--- src/rtl/tcce_pkg.sv ---
`default_nettype none
package tcce_pkg;
    localparam int COLS_DEF = 80;
    localparam int ROWS_DEF = 25;
    localparam int CELL_W = 16;
    localparam logic [7:0] BLANK_CHAR = 8'h20;
    localparam logic [7:0] LAST_PRINTABLE = 8'd127;
    localparam logic [15:0] SCROLL_FILL = 16'h0F20;
    localparam logic [7:0] CR_CODE = 8'd13;
    localparam logic [7:0] LF_CODE = 8'd10;

    typedef enum logic [1:0] {
        OP_PUT   = 2'd0,
        OP_READ  = 2'd1,
        OP_CLEAR = 2'd2,
        OP_SET   = 2'd3
    } op_t;

    typedef enum logic [2:0] {
        REG_ATTR  = 3'd0,
        REG_BS    = 3'd1,
        REG_TAB   = 3'd2,
        REG_ENTER = 3'd3,
        REG_LEFT  = 3'd4,
        REG_RIGHT = 3'd5,
        REG_HOME  = 3'd6,
        REG_DEL   = 3'd7
    } reg_idx_t;

    // copy/fill sweep kinds
    typedef enum logic [1:0] {
        SW_DELETE = 2'd0,
        SW_SCROLL = 2'd1,
        SW_CLEAR  = 2'd2
    } sweep_t;

    typedef struct packed {
        logic   start;
        logic   write_char;
        logic   read_cell;
        sweep_t kind;
        logic   load_out;
    } ctl_cmd_t;

    typedef struct packed {
        logic   need_sweep;
        sweep_t kind;
        logic   sweep_done;
        logic   read_done;
        logic   read_is_cell;
    } ctl_sts_t;
endpackage
`default_nettype wire

--- src/rtl/tcce_ctrl.sv ---
`default_nettype none
module tcce_ctrl (
    input  wire logic                clk,
    input  wire logic                rst_n,
    input  wire logic                in_valid,
    output logic                     in_ready,
    input  wire logic [1:0]          in_op,
    output logic                     out_valid,
    input  wire logic                out_ready,
    output tcce_pkg::ctl_cmd_t       cmd,
    input  wire tcce_pkg::ctl_sts_t  sts
);
    typedef enum logic [3:0] {
        S_IDLE  = 4'b0001,
        S_EVAL  = 4'b0010,
        S_SWEEP = 4'b0100,
        S_READ  = 4'b1000
    } state_t;

    state_t state_reg, state_next;
    logic   out_valid_reg, out_valid_next;
    logic [1:0] op_reg, op_next;
    logic   accept, finish, out_free;

    assign in_ready  = (state_reg == S_IDLE);
    assign accept    = in_valid && in_ready;
    assign out_valid = out_valid_reg;
    assign out_free  = !out_valid_reg || out_ready;

    always_comb
    begin
        state_next = state_reg;
        finish     = 1'b0;
        cmd        = '0;
        cmd.start  = accept;
        cmd.kind   = sts.kind;
        unique case (state_reg)
            S_IDLE:
            begin
                if (accept)
                begin
                    state_next = S_EVAL;
                end
            end
            S_EVAL:
            begin
                // hold the item until the out register is free
                if (!out_free)
                begin
                    state_next = S_EVAL;
                end
                else if (op_reg == tcce_pkg::OP_READ)
                begin
                    cmd.read_cell = 1'b1;
                    state_next    = S_READ;
                end
                else if (sts.need_sweep)
                begin
                    cmd.write_char = 1'b1;
                    state_next     = S_SWEEP;
                end
                else
                begin
                    cmd.write_char = 1'b1;
                    finish         = 1'b1;
                    state_next     = S_IDLE;
                end
            end
            S_SWEEP:
            begin
                if (sts.sweep_done)
                begin
                    finish     = 1'b1;
                    state_next = S_IDLE;
                end
            end
            S_READ:
            begin
                if (sts.read_done)
                begin
                    finish     = 1'b1;
                    state_next = S_IDLE;
                end
            end
            default: state_next = S_IDLE;
        endcase
        cmd.load_out = finish;
    end

    always_comb
    begin
        op_next        = accept ? in_op : op_reg;
        out_valid_next = out_valid_reg;
        if (out_valid_reg && out_ready)
        begin
            out_valid_next = 1'b0;
        end
        if (finish)
        begin
            out_valid_next = 1'b1;
        end
    end

    always_ff @(posedge clk or negedge rst_n)
    begin
        if (!rst_n)
        begin
            state_reg     <= S_IDLE;
            out_valid_reg <= 1'b0;
            op_reg        <= tcce_pkg::OP_PUT;
        end
        else
        begin
            state_reg     <= state_next;
            out_valid_reg <= out_valid_next;
            op_reg        <= op_next;
        end
    end
endmodule
`default_nettype wire

--- config.mk ---
export PLATFORM = sky130hd
export DESIGN_NAME = tcce_ctrl
export DESIGN_NICKNAME = d
export VERILOG_FILES = /design/src/rtl/tcce_pkg.sv /design/src/rtl/tcce_ctrl.sv
export SDC_FILE = /design/constraint.sdc
export NUM_CORES = 1
export LEC_CHECK = 0
export ABC_AREA = 1
export BUFFER_PORTS_ARGS = -buffer_cell sky130_fd_sc_hd__clkbuf_2
export CORE_AREA = 2 2 39 41
export CTS_BUF_LIST = sky130_fd_sc_hd__clkbuf_4 sky130_fd_sc_hd__clkbuf_8
export CTS_CLUSTER_DIAMETER = 80
export DETAILED_ROUTE_END_ITERATION = 8
export DIE_AREA = 0 0 41 43
export PLACE_DENSITY_LB_ADDON = 0.1
export SKIP_CTS_REPAIR_TIMING = 1
export SLEW_MARGIN = 20
export SYNTH_ARGS = -nofsm -noshare
export SYNTH_HDL_FRONTEND = slang
export SYNTH_SLANG_ARGS = --single-unit
--- constraint.sdc ---
create_clock -name clk -period 2.55 [get_ports clk]
set_input_delay 0.1275 -clock clk [delete_from_list [all_inputs] [get_ports clk]]
set_output_delay 0.1275 -clock clk [all_outputs]
set_load 0.01 [all_outputs]
==> flow_summary.yaml <==
status:
  status: "complete, no violations"
worst_hold_path:
  hold_class: "in -> reg"
worst_setup_path:
  cp_cell_sequence: "nor2_4 > nand3_2 > inv_2 > nand3_1 > inv_1 > clkbuf_2"
  start_kind: "register"
  crit_buf_inv: 3
  slowest_delay_ns: 0.42
  critical_path_arrival_ns: 1.33
  cpLargestDelayFamily: "flip-flops"
  cp_slowest_cell: "dfrtp_1"
  end_kind: "output pin"
  crit_required_ns: 2.42
  path_max_fanout: 4
  critPathKind: "reg -> out"
timing:
  min_period_ns: 1.45
  timing.fmax_ghz: 0.688
  setup_violations: 0
  hold_viol_final: 0
  clock_skew_ns: 0.00497
  post-route-period-util_pct: 57.0
  rsz0062_at_grt: "no"
  worstMarginPinSlew_ns: 0.214
  worst_slack_ns: 1.10
  slew_viol_final: 0
  tns_ns: 0
  max_slew_margin_pct: 85.7
cells_and_area:
  utilization_pct: 41.6
  final_layout_size_suffix_gt1_share_pct: 38.3
  fin_cells: 97
  largest_reg_flops: 4
  nNetsFinal: 94
  area_delta_synth_final_pct: 21.1
  final_area_um2: 576
  antenna_cells: 0
detailed_routing:
  wl_met3_um: 56
  met1_length_um: 395
  first_pass_iters: 4
  wl_per_cell_um: 9.16
  totalWireLength_um: 889
  drc_errors: 0
  highest_layer: "met4"
  dr_total_vias: 418
  drtIter0Drc: 6
  wl_met2_um: 418
  drt.antenna.violating_nets: 0
  avgViaCountPerCell: 4.31
place:
  pre_cts_slack_ns: 1.37
  placed_cell_area_um2: 536
  place_hpwl_um: 694
  placed_cells: 92
  numPortBuffers: 14
  gp_congestion: 0.730
pwr:
  swShare_pct: 43.2
  seqPwrFrac_pct: 33.0
  p_int_mw: 0.344
  ir_drop_v: 0.000402
  clockPowerShare_pct: 19.5
  p_leak_nw: 0.362
  cellPowerDensity_mw_per_mm2: 1050
  switchingPower_mw: 0.262
  p_comb_share_pct: 47.5
synth:
  syn_inst: 66
  ys_ff_latch: 7
  synth_commonest_cells: "15 x nand2_1, 12 x inv_1, 6 x dfrtp_1, 6 x nand3_1, 5 x nor2_1"
  synth.cell_area_um2: 475
  syn_nets: 78
  synth.distinct_cells: 18
  synth_top_area_share_pct: 31.6
  async_reset_ff_share_pct: 100
  syn_avg_cell_area_um2: 7.20
  yosysSeqAreaShare_pct: 37.1
  synth-edff-count: 0
  synth.most_common_cell: "nand2_1"
  ys.flop_type: "dfrtp_1"
  synth_area_leaders: "dfrtp_1 32%, nand2_1 12%, inv_1 9.5%"
  yosys_warnings: 0
  synth.largest_area_cell: "dfrtp_1"
clock_network:
  root_buffer: "clkbuf_4"
  cts_buffers: 3
  clkTransAtPathRegs_ns: 0.06
  clock_sinks: 7
  htreeDepth: 1
  clk_latency_ns: 0.26
  clockBufferDepth: 2
  cts_tree: "yes"
global_route:
  antenna_found_initial: 0
  track_usage_pct: 13.1
  grt_pass1_vias: 380
  grt_max_degree: 8
  overflow: 0
  grt_pass1_wl_um: 1490
floorplan:
  dieHeight_um: 43
  fp.coreArea_mm2: 0.00138
  io_pins: 20
  die_w_um: 41
  start_util_pct: 34.4
  rows: 14
  die_area_mm2: 0.00176
run:
  cap_violations: 0
power groups by stage:
stage          logic [mW]  clock network (mW)  registers (mW)
2_1_floorplan       0.230                   0           0.202
3_3_place_gp        0.289                   0           0.202
3_5_place_dp        0.291                   0           0.202
4_1_cts             0.293               0.122           0.200
5_1_grt             0.334               0.129           0.206
6_report            0.288               0.119           0.200
per-layer routing:
| metal | track usage [%] | vias up |
|---|---|---|
| met5 | 0 | - |
| met4 | 8.00 | 0 |
| met3 | 4.71 | 4 |
| met2 | 18.8 | 16 |
| met1 | 15.8 | 179 |
| li1 | - | 219 |
final cells by class:
cell class / instances / area, µm²
clock buffers: 4 / 30.0
flip-flops and latches: 7 / 176
inverters: 17 / 63.8
multi-input cells: 38 / 205
fillers: 153 / 808
repair buffers: 15 / 80.1
well taps: 16 / 20.0
tightest hold or removal path, delay by kind of cell:
kind / cells / cell delay, ns
buf+inv: 1 / 0.07
simple gates: 2 / 0.09
kinds of logic after synthesis:
group	after synthesis	share of synthesized area [%]
buf+inv	21	19.7
simple gates	35	40.0
compound gates	3	3.16
flops	7	37.1
path summary, 6_finish.rpt:
kind | start | endpoint | slack, ns | cells past startpoint
max | state_reg[3] | cmd[3] | 1.10 | 6
min | in_op[0] | op_reg[0] | 0.07 | 3
max reg2reg | state_reg[3] | state_reg[1] | 1.43 | 5
min reg2reg | op_reg[0] | op_reg[0] | 0.49 | 2
max in group asynchronous | rst_n | state_reg[0] | 2.07 | 2
min in group asynchronous | rst_n | out_valid | 0.23 | 2
metrics by stage:
step / power (mW) / hold WS, ns
after floorplan: 0.432 / -0.168
after global placement: 0.491 / -0.0222
after detailed placement: 0.492 / -0.0216
after CTS: 0.615 / -0.302
after global routing: 0.668 / 0.0715
final: 0.607 / 0.0731
layout by cell type (no fill, tap or decap), drive strengths merged:
master | Yosys | routed
clkbuf | 0 | 18
nor2 | 9 | 9
and2 | 1 | 1
dfstp | 1 | 1
nand2 | 16 | 16
o21ai | 3 | 3
inv | 16 | 16
clkinv | 1 | 1
nor3 | 1 | 1
nand3 | 8 | 8
dfrtp | 6 | 6
dlygate4sd3 | 0 | 1
No activity file was read; power rests on OpenSTA's default activity.
